$ cat src/sv/ddbsp_pkg.sv
package ddbsp_pkg;

   localparam int MAX_SECTION_BYTES_DEF = 4096;
   localparam int MIN_SIZE_W            = 13;
   localparam int POS_W                 = 18;

   localparam logic [MIN_SIZE_W-1:0] MIN_SIZE_RESET = 13'd12;
   localparam logic [15:0]           DDB_MESSAGE_ID = 16'h1003;
   localparam logic [31:0]           CRC_POLY       = 32'h04C1_1DB7;
   localparam logic [31:0]           CRC_INIT       = 32'hFFFF_FFFF;

   typedef enum logic {
      KIND_DATA    = 1'b0,
      KIND_SUMMARY = 1'b1
   } kind_type;

   typedef enum logic [2:0] {
      ST_OK      = 3'd0,
      ST_SIZE    = 3'd1,
      ST_CRC     = 3'd2,
      ST_LENGTH  = 3'd3,
      ST_NOT_DDB = 3'd4
   } status_type;

   typedef struct packed {
      logic [7:0] section_byte;
      logic       last_byte;
   } item_type;

   typedef struct packed {
      kind_type   kind;
      logic [7:0] data_byte;
      status_type status;
      logic [15:0] tid_ext;
      logic [4:0]  sect_version;
      logic [7:0]  sect_index;
      logic [7:0]  last_sect_index;
      logic [15:0] message_id;
      logic [31:0] download_id;
      logic [15:0] module_id;
      logic [7:0]  module_version;
      logic [15:0] block_number;
   } result_type;

   typedef struct packed {
      logic        size_overflow;
      logic [31:0] crc;
      logic [11:0] length;
      logic [15:0] ext;
      logic [4:0]  version;
      logic [7:0]  sec_num;
      logic [7:0]  last_sec;
      logic [15:0] msg_id;
      logic [31:0] dl_id;
      logic [7:0]  adapt_len;
      logic [15:0] msg_len;
      logic [15:0] mod_id;
      logic [7:0]  mod_ver;
      logic [15:0] block_num;
   } section_type;

   localparam section_type SECTION_CLEAR = '{
      size_overflow: 1'b0,
      crc:           CRC_INIT,
      length:        12'd0,
      ext:           16'd0,
      version:       5'd0,
      sec_num:       8'd0,
      last_sec:      8'd0,
      msg_id:        16'd0,
      dl_id:         32'd0,
      adapt_len:     8'd0,
      msg_len:       16'd0,
      mod_id:        16'd0,
      mod_ver:       8'd0,
      block_num:     16'd0
   };

   // mpeg-2 crc-32, msb first, one byte
   function automatic logic [31:0] crc8_update(input logic [31:0] crc, input logic [7:0] b);
      logic [31:0] c;
      c = crc ^ {b, 24'h000000};
      for (int i = 0; i < 8; i++) begin
         c = c[31] ? ((c << 1) ^ CRC_POLY) : (c << 1);
      end
      return c;
   endfunction

endpackage

$ cat src/sv/ddbsp_in_reg.sv
module ddbsp_in_reg (
   input  logic                clock,
   input  logic                reset,
   input  logic                req_valid,
   output logic                req_stall,
   input  ddbsp_pkg::item_type req_item,
   input  logic                advance,
   output logic                item_valid,
   output ddbsp_pkg::item_type item
);

   logic                valid_ff;
   ddbsp_pkg::item_type item_ff;

   assign req_stall  = valid_ff & ~advance;
   assign item_valid = valid_ff;
   assign item       = item_ff;

   always_ff @(posedge clock) begin
      if (reset) begin
         valid_ff <= 1'b0;
      end else if (!req_stall) begin
         valid_ff <= req_valid;
      end
   end

   always_ff @(posedge clock) begin
      if (!req_stall && req_valid) begin
         item_ff <= req_item;
      end
   end

endmodule

$ cat src/sv/ddbsp_core.sv
module ddbsp_core #(
   parameter int MAX_SECTION_BYTES = ddbsp_pkg::MAX_SECTION_BYTES_DEF
) (
   input  logic                                 clock,
   input  logic                                 reset,
   input  logic                                 step,
   input  ddbsp_pkg::item_type                  item,
   input  logic [ddbsp_pkg::MIN_SIZE_W-1:0]     min_size,
   output logic                                 res_valid,
   output ddbsp_pkg::result_type                res
);

   localparam int CW = $clog2(MAX_SECTION_BYTES + 1);
   localparam int LW = ddbsp_pkg::POS_W;

   logic [CW-1:0]          byte_count_ff;
   logic [CW-1:0]          byte_count_in;
   ddbsp_pkg::section_type sec_ff;
   ddbsp_pkg::section_type sec_in;

   logic          counted;
   logic [LW-1:0] pos_w;
   logic [LW-1:0] rel_w;
   logic [LW-1:0] size_w;
   logic [LW-1:0] adapt_w;
   logic [LW-1:0] msg_len_w;
   logic [7:0]    b;
   logic          in_data;

   assign b         = item.section_byte;
   assign counted   = byte_count_ff < CW'(MAX_SECTION_BYTES);
   assign pos_w     = LW'(byte_count_ff);
   assign adapt_w   = LW'(sec_ff.adapt_len);
   assign msg_len_w = LW'(sec_ff.msg_len);
   assign rel_w     = pos_w - (LW'(20) + adapt_w);

   always_comb begin
      sec_in               = sec_ff;
      sec_in.crc           = ddbsp_pkg::crc8_update(sec_ff.crc, b);
      sec_in.size_overflow = sec_ff.size_overflow | ~counted;
      byte_count_in        = counted ? byte_count_ff + CW'(1) : byte_count_ff;
      if (counted) begin
         case (pos_w)
            LW'(1):  sec_in.length   = {b[3:0], 8'h00};
            LW'(2):  sec_in.length   = {sec_ff.length[11:8], b};
            LW'(3), LW'(4):   sec_in.ext      = {sec_ff.ext[7:0], b};
            LW'(5):  sec_in.version  = b[5:1];
            LW'(6):  sec_in.sec_num  = b;
            LW'(7):  sec_in.last_sec = b;
            LW'(10), LW'(11): sec_in.msg_id   = {sec_ff.msg_id[7:0], b};
            LW'(12), LW'(13), LW'(14), LW'(15):
                     sec_in.dl_id    = {sec_ff.dl_id[23:0], b};
            LW'(17): sec_in.adapt_len = b;
            LW'(18), LW'(19): sec_in.msg_len  = {sec_ff.msg_len[7:0], b};
            default: ;
         endcase
         if (pos_w >= LW'(20) + adapt_w) begin
            if (rel_w == LW'(0) || rel_w == LW'(1)) begin
               sec_in.mod_id = {sec_ff.mod_id[7:0], b};
            end else if (rel_w == LW'(2)) begin
               sec_in.mod_ver = b;
            end else if (rel_w == LW'(4) || rel_w == LW'(5)) begin
               sec_in.block_num = {sec_ff.block_num[7:0], b};
            end
         end
      end
   end

   // header fields settle before offset 26, so the stored values hold here
   assign in_data = counted
                  && (sec_ff.msg_id == ddbsp_pkg::DDB_MESSAGE_ID)
                  && (msg_len_w > adapt_w + LW'(6))
                  && (pos_w >= LW'(26) + adapt_w)
                  && (pos_w < LW'(20) + msg_len_w);

   assign size_w = LW'(byte_count_in);

   always_comb begin
      res       = '0;
      res.kind  = ddbsp_pkg::KIND_DATA;
      res.status = ddbsp_pkg::ST_OK;
      res_valid = 1'b0;
      if (!item.last_byte) begin
         if (in_data) begin
            res_valid     = 1'b1;
            res.data_byte = b;
         end
      end else begin
         res_valid = 1'b1;
         res.kind  = ddbsp_pkg::KIND_SUMMARY;
         if (sec_in.size_overflow || size_w < LW'(min_size) || size_w < LW'(4)) begin
            res.status = ddbsp_pkg::ST_SIZE;
         end else if (sec_in.crc != 32'd0) begin
            res.status = ddbsp_pkg::ST_CRC;
         end else if (LW'(sec_in.length) + LW'(3) != size_w) begin
            res.status = ddbsp_pkg::ST_LENGTH;
         end else begin
            res.tid_ext         = sec_in.ext;
            res.sect_version    = sec_in.version;
            res.sect_index      = sec_in.sec_num;
            res.last_sect_index = sec_in.last_sec;
            if (size_w > LW'(12)) begin
               res.message_id  = sec_in.msg_id;
               res.download_id = sec_in.dl_id;
               if (sec_in.msg_len > 16'(sec_in.adapt_len)) begin
                  if (sec_in.msg_id == ddbsp_pkg::DDB_MESSAGE_ID) begin
                     res.module_id      = sec_in.mod_id;
                     res.module_version = sec_in.mod_ver;
                     res.block_number   = sec_in.block_num;
                  end else begin
                     res.status = ddbsp_pkg::ST_NOT_DDB;
                  end
               end
            end
         end
      end
   end

   always_ff @(posedge clock) begin
      if (reset) begin
         byte_count_ff <= '0;
         sec_ff        <= ddbsp_pkg::SECTION_CLEAR;
      end else if (step) begin
         if (item.last_byte) begin
            byte_count_ff <= '0;
            sec_ff        <= ddbsp_pkg::SECTION_CLEAR;
         end else begin
            byte_count_ff <= byte_count_in;
            sec_ff        <= sec_in;
         end
      end
   end

endmodule

$ cat src/sv/dsmcc_ddb_section_parser.sv
// pipeline: the input register takes the item, the result register loads when the item advances
// throughput: one item per cycle unless the receiver stalls, set by the byte-wide crc
// and field capture in the core stage between the input register and the result register
// reset: synchronous, clears the section state (crc to all ones, counts and
// fields to zero), empties both registers and sets min_section_size to 12
module dsmcc_ddb_section_parser #(
   parameter int MAX_SECTION_BYTES = ddbsp_pkg::MAX_SECTION_BYTES_DEF
) (
   input  logic        clock,
   input  logic        reset,

   input  logic        req_valid,
   output logic        req_stall,
   input  logic [7:0]  req_section_byte,
   input  logic        req_last_byte,

   output logic        rsp_valid,
   input  logic        rsp_stall,
   output logic        rsp_kind,
   output logic [7:0]  rsp_data_byte,
   output logic [2:0]  rsp_status,
   output logic [15:0] rsp_tid_ext,
   output logic [4:0]  rsp_sect_version,
   output logic [7:0]  rsp_sect_index,
   output logic [7:0]  rsp_last_sect_index,
   output logic [15:0] rsp_message_id,
   output logic [31:0] rsp_download_id,
   output logic [15:0] rsp_module_id,
   output logic [7:0]  rsp_module_version,
   output logic [15:0] rsp_block_number,

   input  logic        csr_valid,
   output logic        csr_ready,
   input  logic [ddbsp_pkg::MIN_SIZE_W-1:0] csr_min_section_size
);

   logic [ddbsp_pkg::MIN_SIZE_W-1:0] min_size_ff;
   logic                  rsp_valid_ff;
   ddbsp_pkg::result_type res_ff;

   ddbsp_pkg::item_type   req_item;
   ddbsp_pkg::item_type   item;
   logic                  item_valid;
   logic                  advance;
   logic                  core_valid;
   ddbsp_pkg::result_type core_res;

   assign req_item.section_byte = req_section_byte;
   assign req_item.last_byte    = req_last_byte;

   assign advance   = item_valid & (~rsp_valid_ff | ~rsp_stall);
   assign csr_ready = 1'b1;

   ddbsp_in_reg u_in_reg (
      .clock      (clock),
      .reset      (reset),
      .req_valid  (req_valid),
      .req_stall  (req_stall),
      .req_item   (req_item),
      .advance    (advance),
      .item_valid (item_valid),
      .item       (item)
   );

   ddbsp_core #(
      .MAX_SECTION_BYTES (MAX_SECTION_BYTES)
   ) u_core (
      .clock     (clock),
      .reset     (reset),
      .step      (advance),
      .item      (item),
      .min_size  (min_size_ff),
      .res_valid (core_valid),
      .res       (core_res)
   );

   always_ff @(posedge clock) begin
      if (reset) begin
         min_size_ff <= ddbsp_pkg::MIN_SIZE_RESET;
      end else if (csr_valid && csr_ready) begin
         min_size_ff <= csr_min_section_size;
      end
   end

   always_ff @(posedge clock) begin
      if (reset) begin
         rsp_valid_ff <= 1'b0;
      end else if (advance) begin
         rsp_valid_ff <= core_valid;
      end else if (!rsp_stall) begin
         rsp_valid_ff <= 1'b0;
      end
   end

   always_ff @(posedge clock) begin
      if (advance && core_valid) begin
         res_ff <= core_res;
      end
   end

   assign rsp_valid           = rsp_valid_ff;
   assign rsp_kind            = res_ff.kind;
   assign rsp_data_byte       = res_ff.data_byte;
   assign rsp_status          = res_ff.status;
   assign rsp_tid_ext         = res_ff.tid_ext;
   assign rsp_sect_version    = res_ff.sect_version;
   assign rsp_sect_index      = res_ff.sect_index;
   assign rsp_last_sect_index = res_ff.last_sect_index;
   assign rsp_message_id      = res_ff.message_id;
   assign rsp_download_id     = res_ff.download_id;
   assign rsp_module_id       = res_ff.module_id;
   assign rsp_module_version  = res_ff.module_version;
   assign rsp_block_number    = res_ff.block_number;

endmodule

$ cat config.mk
export PLATFORM = sky130hd
export DESIGN_NAME = dsmcc_ddb_section_parser
export DESIGN_NICKNAME = d
export VERILOG_FILES = /design/src/sv/ddbsp_pkg.sv /design/src/sv/ddbsp_in_reg.sv /design/src/sv/ddbsp_core.sv /design/src/sv/dsmcc_ddb_section_parser.sv
export SDC_FILE = /design/constraint.sdc
export NUM_CORES = 1
export LEC_CHECK = 0
export ABC_AREA = 1
export BUFFER_PORTS_ARGS = -buffer_cell sky130_fd_sc_hd__buf_2
export CELL_PAD_IN_SITES_DETAIL_PLACEMENT = 1
export CELL_PAD_IN_SITES_GLOBAL_PLACEMENT = 1
export CORE_ASPECT_RATIO = 1.75
export CORE_UTILIZATION = 45
export DETAILED_ROUTE_END_ITERATION = 6
export PLACE_DENSITY = 0.89
export SETUP_SLACK_MARGIN = 0.4
export SLEW_MARGIN = 0
export SYNTH_ARGS = -nofsm -noshare
export SYNTH_HDL_FRONTEND = slang
export SYNTH_SLANG_ARGS = --single-unit
$ cat constraint.sdc
create_clock -name clock -period 7.4 [get_ports clock]
set_input_delay 0 -clock clock [delete_from_list [all_inputs] [get_ports clock]]
set_output_delay 0 -clock clock [all_outputs]
set_load 0.005 [all_outputs]
==> metrics.md, run 1 <==
| Metric | Value |
|---|---|
| Status | complete, no violations |
| Root buffer cell | clkbuf_16 |
| Peak Freq | 201.0 MHz |
| Num rows | 101 |
| Syn nets | 2718 |
| Final Cell Area | 22460 um^2 |
| Relative slew margins | 0.2161 |
| Clock Sinks | 368 |
| Clock buffer count from CTS | 36 |
| Post-DP HPWL | 46590 um |
| Fin. max-slew vios | 0 |
| Final Hold Viols | 0 |
| CP cell instances | inv_1, ha_1, nand2_1, nor3_2, o21ai_0, ha_1, inv_1, nor2_1, o211ai_1, nand2_1, a21oi_1, o21ai_0, nand2_1, a21oi_1, nor2_1, nor2_1, nand3_1, buf_4, nor2_1 |
| Fraction of registers with async set or reset after synthesis | 0 |
| Drt total wl | 66200 um |
| Detail-routed via count per cell | 5.511 |
| Yosys top cell area share | 0.2239 |
| CTS Buffer Depth | 3 |
| Yosys reg bits | 368 |
| Initial DRC count | 859 |
| Util after Layout | 0.5167 |
| Mapped Area | 19850 um^2 |
| Die W | 160.8 um |
| First-pass GRT wire length | 103500 um |
| HP Class | input pin to register |
| Gr usage total | 0.2940 |
| Initial antenna violation count | 0 |
| DRC Markers | 0 |
| DIE AREA | 44980 um^2 |
| Slew @ Worst Pin | 1170 ps |
| Setup TNS | 0 ps |
| Antenna cells | 0 |
| Distinct cells, synth | 54 |
| Post-CTS setup buffer count | 0 |
| Drt wl/cell | 19.81 um |
| I/O Buffers | 165 |
| Clk_lat worst skew | 560 ps |
| Power density of the placed cells | 195.1 nW/um^2 |
| Placed cells | 3246 |
| Setup-failing EPs final | 0 |
| Worst Path Max Fanout | 40 |
| Area contributors post-synth | dfxtp_1 (22%), edfxtp_1 (22%), nand2_1 (12%) |
| Post-route ant nets | 0 |
| Share of layout cells above drive strength 1 | 0.1106 |
| CTS tree | done |
| Count leader, synth | nand2_1 |
| Critical path class | register to register |
| Yosys warning count | 0 |
| Post-placement cell area | 21020 um^2 |
| RSZ-0062 raised after global routing | no |
| Final min period | 4975 ps |
| Chip height | 279.8 um |
| Largest net degree at the start of global routing | 96 |
| Period utilization | 0.6723 |
| Ys flop type | dfxtp_1 |
| IR Drop Worst-Case VDD | 0.1730 mV |
| Mapped Cells | 2620 |
| CP startpoint kind | register |
| Vias in the first global route | 19.76k |
| DR pass1 iterations | 4 |
| Leak Pwr | 9.413 nW |
| IO Pins | 167 |
| Core area | 43470 um^2 |
| Vias | 18.42k |
| CP peak stage delay | 960 ps |
| Syn avg cell area | 7.575 um^2 |
| Fin worst setup slack | 2425 ps |
| Synth cell count leaders | nand2_1 (658), inv_1 (370), nor2_1 (268), dfxtp_1 (222), a21oi_1 (190) |
| Final-layout fill cell count | 5502 |
| Initial Util | 0.4565 |
| Placer Congestion | 0.9545 |
| Post-Layout Cell Count | 3342 |
| Worst EP arrival | 5340 ps |
| Post-synthesis sequential area ratio | 0.4448 |
| Clock skew | 39.30 ps |
| Worst EP required | 7760 ps |
| Slowest CP cell | nor3_2 |
| CTS H-tree depth | 2 |
| Post-CTS sizing | 0 |
| Post-place setup slack | 2476 ps |
| Nets | 2846 |
| Post-synth EDFFs | 146 |
| Most used cell, CP | nor2_1 |
| Crit. End Element | register |
| Max cap viols | 0 |
| Clock transition at path regs | 70 ps |
| Area grow syn2layout | 13.17% |
| Global route total overflow | 0 |
| Most area-hungry cell type in the Yosys netlist | dfxtp_1 |
==> placed cells by master, fill, tap and decap left out, types with 3 or more instances in the layout <==
cell | netlist | layout
a21boi_0 | 3 | 3
xor2_1 | 87 | 87
clkbuf_1 | 93 | 9
a21oi_1 | 190 | 190
nor4_1 | 10 | 9
dlygate4sd3_1 | 0 | 30
nor2_1 | 268 | 267
or2_2 | 10 | 10
inv_2 | 9 | 9
xor2_2 | 4 | 4
dfxtp_1 | 222 | 222
clkbuf_16 | 0 | 38
nor2_2 | 8 | 8
nand2_4 | 3 | 4
buf_4 | 4 | 19
clkinv_2 | 1 | 8
buf_2 | 13 | 164
nor3_1 | 10 | 9
o21ai_0 | 110 | 110
a21o_1 | 3 | 3
a31oi_1 | 3 | 3
nand4_1 | 22 | 22
o21bai_1 | 3 | 3
o211ai_1 | 4 | 4
nand3_1 | 126 | 126
ha_1 | 69 | 69
xnor2_1 | 20 | 20
edfxtp_1 | 146 | 146
nor2_4 | 11 | 12
nand2_1 | 658 | 657
clkinvlp_4 | 0 | 3
nand3b_1 | 7 | 7
clkinv_1 | 3 | 7
o22ai_1 | 82 | 82
nand2_2 | 12 | 12
inv_1 | 370 | 368
==> report_power, final <==
| part | internal (mW) | switching (mW) | total [mW] |
|---|---|---|---|
| Combinational | 0.124 | 0.276 | 0.400 |
| Clock | 1.00 | 0.829 | 1.83 |
| Sequential | 2.13 | 0.0226 | 2.15 |
==> worst paths after layout <==
| check | from | endpoint | slack [ps] | cells past startpoint |
|---|---|---|---|---|
| worst max register to register | u_core.byte_count_ff[1]$_SDFFE_PP0P_ | rsp_module_version[2]$_SDFFCE_PP0P_ | 2420 | 19 |
| worst min-delay path | reset | u_core.sec_ff[94]$_SDFFE_PP0P_ | 80 | 2 |
| worst max-delay path | u_core.byte_count_ff[1]$_SDFFE_PP0P_ | rsp_module_version[2]$_SDFFCE_PP0P_ | 2420 | 19 |
| worst min register to register | u_core.sec_ff[91]$_SDFFE_PP0P_ | u_core.sec_ff[91]$_SDFFE_PP0P_ | 470 | 2 |
==> state kept, by name, indices dropped and copies added, names as in the netlist, 3 cells and up <==
register	count
min_size_ff	13
rsp_block_number	16
rsp_data_byte	8
rsp_download_id	32
rsp_last_sect_index	8
rsp_message_id	16
rsp_module_id	16
rsp_module_version	8
rsp_sect_index	8
rsp_sect_version	5
rsp_status	3
rsp_tid_ext	16
u_core.adapt_w	8
u_core.byte_count_ff	13
u_core.msg_len_w	16
u_core.sec_ff	170
u_in_reg.item	9
==> worst max-delay path: cells and delay by family, from the launching register on <==
kind / cells / cell delay, ps
AND/OR/NAND/NOR: 9 / 2080
adder cells (fa/ha/maj): 2 / 600
flip-flops: 1 / 470
AO/OA/AOI/OAI: 5 / 1070
buffers and inverters: 3 / 530
==> cell type report <==
type / count / area, um^2 / share of cell area
Clock buffer: 49 / 1012 / 0.04507
Timing Repair Buffer: 213 / 1264 / 0.05626
Inverter: 383 / 1445 / 0.06434
Clock inverter: 17 / 131.4 / 0.005849
Sequential cell: 368 / 8828 / 0.3931
Multi-Input combinational cell: 1746 / 9071 / 0.4039
Tap cell: 566 / 708.2 / 0.03153
==> cell families (layout without fill, tap and decap cells) <==
group                      after synthesis  after routing  share of synthesized area
buffers and inverters                  506            662                    0.09942
xor gates and xnor gates               115            115                    0.05579
AOI/OAI and AO/OA                      409            409                     0.1119
and+or+nand+nor                       1150           1150                     0.2423
DFF                                    368            368                     0.4448
other                                    1              1                  0.0001889
adders and majority gates               71             71                    0.04552
==> timing repair <==
action / in CTS / in global routing
hold endpoints to repair: 24 / 0
setup endpoints to repair: 0 / 0
hold buffers: 30 / 0
==> metrics by stage <==
step                hold slack, ps  power, mW
floorplan                    98.87      2.451
global placement             177.5      2.557
detailed placement           178.7      2.571
CTS                          43.73      4.399
global route                 120.9      4.511
finish                       75.11      4.382
==> per-layer routing <==
layer  wire (um)  vias up  track usage  share of wire
li1            -     8632            -              -
met1       23060     8984       0.2825           0.35
met2       35730      520       0.5683           0.54
met3        2435      281      0.03716          0.037
met4        4973        0       0.2092          0.075
met5           0        -            0              0
No activity file was read; power rests on OpenSTA's default activity.
==> inputs of run 2 (changes only) <==
==> constraint.sdc (replaced) <==
create_clock -name clock -period 4.69 [get_ports clock]
set_input_delay 0 -clock clock [delete_from_list [all_inputs] [get_ports clock]]
set_output_delay 0 -clock clock [all_outputs]
set_load 0.005 [all_outputs]
==> run 2 against run 1 <==
Compared with the run above: register-to-register slack lost 1900 ps; clock power up 62%; maximum frequency increased by 21%; largest cell class unchanged; clock skew shrank 4.9 ps; worst hold slack better by 6.5 ps; setup slack worse by 1900 ps; total power rose by 59%.
==> metrics.md, run 2 (synthesis gave the netlist of run 1 again) <==
| Metric | Value |
|---|---|
| Sequential share of power | 0.485 |
| Num rows | 101 |
| DIE AREA | 44980 um^2 |
| Vias in the first global route | 19.89k |
| Period utilization | 0.8782 |
| Critical path class | register to register |
| Crit. End Element | register |
| Area grow syn2layout | 14.94% |
| Power density of the placed cells | 306.0 nW/um^2 |
| Setup TNS | 0 ps |
| Global route total overflow | 0 |
| CTS H-tree depth | 2 |
| CP startpoint kind | register |
| Max reg flops | 170 |
| CTS tree | done |
| Cell-internal power | 5.142 mW |
| Cell family with most CP delay | simple AND/OR/NAND/NOR gates |
| Vias | 18.48k |
| Leak Pwr | 9.623 nW |
| Clock skew | 34.38 ps |
| Most frequent cells in the layout | nand2_1 (654), inv_1 (366), nor2_1 (264) |
| Final Cell Area | 22810 um^2 |
| Nets | 2875 |
| IR Drop Worst-Case VDD | 0.2909 mV |
| Drt total wl | 66020 um |
| NetSw | 1.838 mW |
| Slowest CP cell | edfxtp_1 |
| RSZ-0062 raised after global routing | no |
| Detail-routed via count per cell | 5.481 |
| Max cap viols | 0 |
| Relative slew margins | 0.2892 |
| Clk_lat worst skew | 580 ps |
| Top reg by flops | u_core.sec_ff |
| Post-placement cell area | 21250 um^2 |
| Commonest non-fill, non-tap cell in the layout | nand2_1 |
| CTS Buffer Depth | 3 |
| CP Buf/Inv Count | 3 |
| Gr usage total | 0.2944 |
| R2R setup slack | 570 ps |
| DRC Markers | 0 |
| Clock Sinks | 368 |
| Share of layout cells above drive strength 1 | 0.1269 |
| Initial DRC count | 910 |
| Drt wl/cell | 19.58 um |
| Logic pwr share | 0.091 |
| Clock buffer count from CTS | 37 |
| IO Pins | 167 |
| Final Hold Viols | 0 |
| Core area | 43470 um^2 |
| Total power | 6.981 mW |
| Largest net degree at the start of global routing | 95 |
| Post-route ant nets | 0 |
| Initial antenna violation count | 1 |
| Die W | 160.8 um |
| I/O Buffers | 165 |
| Clock transition at path regs | 70 ps |
| Placer Congestion | 0.9681 |
| Worst EP required | 5090 ps |
| Setup-failing EPs final | 0 |
| First-pass GRT wire length | 104000 um |
| DR pass1 iterations | 5 |
| Status | complete, no violations |
| Slew @ Worst Pin | 1066 ps |
| Util after Layout | 0.5248 |
| Worst EP arrival | 4520 ps |
| CP cell instances | inv_2, nand2_1, nand2_2, nand2_1, nand2_1, inv_1, xor2_1, nand2_1, nor2_1, nand3_1, nor2_1, nand3_1, nor2_1, nand4_1, nor2_4, nand3_1, buf_6, nor2_1 |
| HP Class | input pin to register |
| Fin. max-slew vios | 0 |
| Root buffer cell | clkbuf_16 |
| CP peak stage delay | 580 ps |
| Peak Freq | 242.8 MHz |
| Final min period | 4119 ps |
| Chip height | 279.8 um |
| Worst Path Max Fanout | 40 |
| Initial Util | 0.4565 |
| Post-DP HPWL | 45210 um |
| Clock power frac | 0.423 |
| Switching share of power | 0.2634 |
run 2: power by group through the flow:
| stage | clock network [mW] | logic (mW) | registers [mW] |
|---|---|---|---|
| finish | 2.96 | 0.638 | 3.39 |
| global route | 3.11 | 0.688 | 3.39 |
| CTS | 2.99 | 0.623 | 3.39 |
| detailed placement | 0 | 0.598 | 3.46 |
| global placement | 0 | 0.577 | 3.46 |
| floorplan | 0 | 0.416 | 3.45 |
run 2: timing repair:
action	CTS	global route
hold buffers	31	0
buffers inserted	1	2
endpoints found under the hold margin	52	0
pin swaps	2	2
setup endpoints to repair	126	147
resized for setup	5	18
cloned	0	0
run 2: stage by stage:
stage / setup WS, ps / instances / hold WS, ps
after detailed placement: 197.4 / 3270 / 179.2
final: 571.2 / 3372 / 81.60
after floorplan: 223.5 / 2620 / 98.87
after global placement: 248.4 / 3270 / 179.1
after CTS: 389.3 / 3369 / 16.02
after global routing: 403.1 / 3372 / 126.7
run 2: worst paths after layout:
kind                                   startpoint                           endpoint  depth (start not counted)
hold reg to reg   u_core.sec_ff[150]$_SDFFE_PP0P_    u_core.sec_ff[150]$_SDFFE_PP0P_                          2
setup / recovery       u_in_reg.item[5]$_DFFE_PP_  rsp_block_number[7]$_SDFFCE_PP0P_                         18
hold / removal                          csr_valid       min_size_ff[12]$_SDFFE_PP0P_                          3
setup reg to reg       u_in_reg.item[5]$_DFFE_PP_  rsp_block_number[7]$_SDFFCE_PP0P_                         18
run 2: cell type report:
class / instances / area (um^2)
flip-flops and latches: 368 / 8838
repair buffers: 241 / 1525
well taps: 566 / 708.2
clock buffers: 48 / 998.5
clock inverters: 19 / 163.9
inverters: 383 / 1453
multi-input cells: 1746 / 9123
fillers: 5466 / 20660
diodes: 1 / 2.502
run 2: metal layers:
metal,up-vias,wire length [um],GRT usage,part of all wire
li1,8677,-,-,-
met1,8981,23200,0.2954,0.35
met2,554,35010,0.5522,0.53
met3,270,3053,0.04383,0.046
met4,0,4766,0.2034,0.072
met5,-,0,0,0
run 2: tightest hold or removal path: stages:
cell and delay [ps]:
buf_2 140, inv_1 270, a21oi_1 200
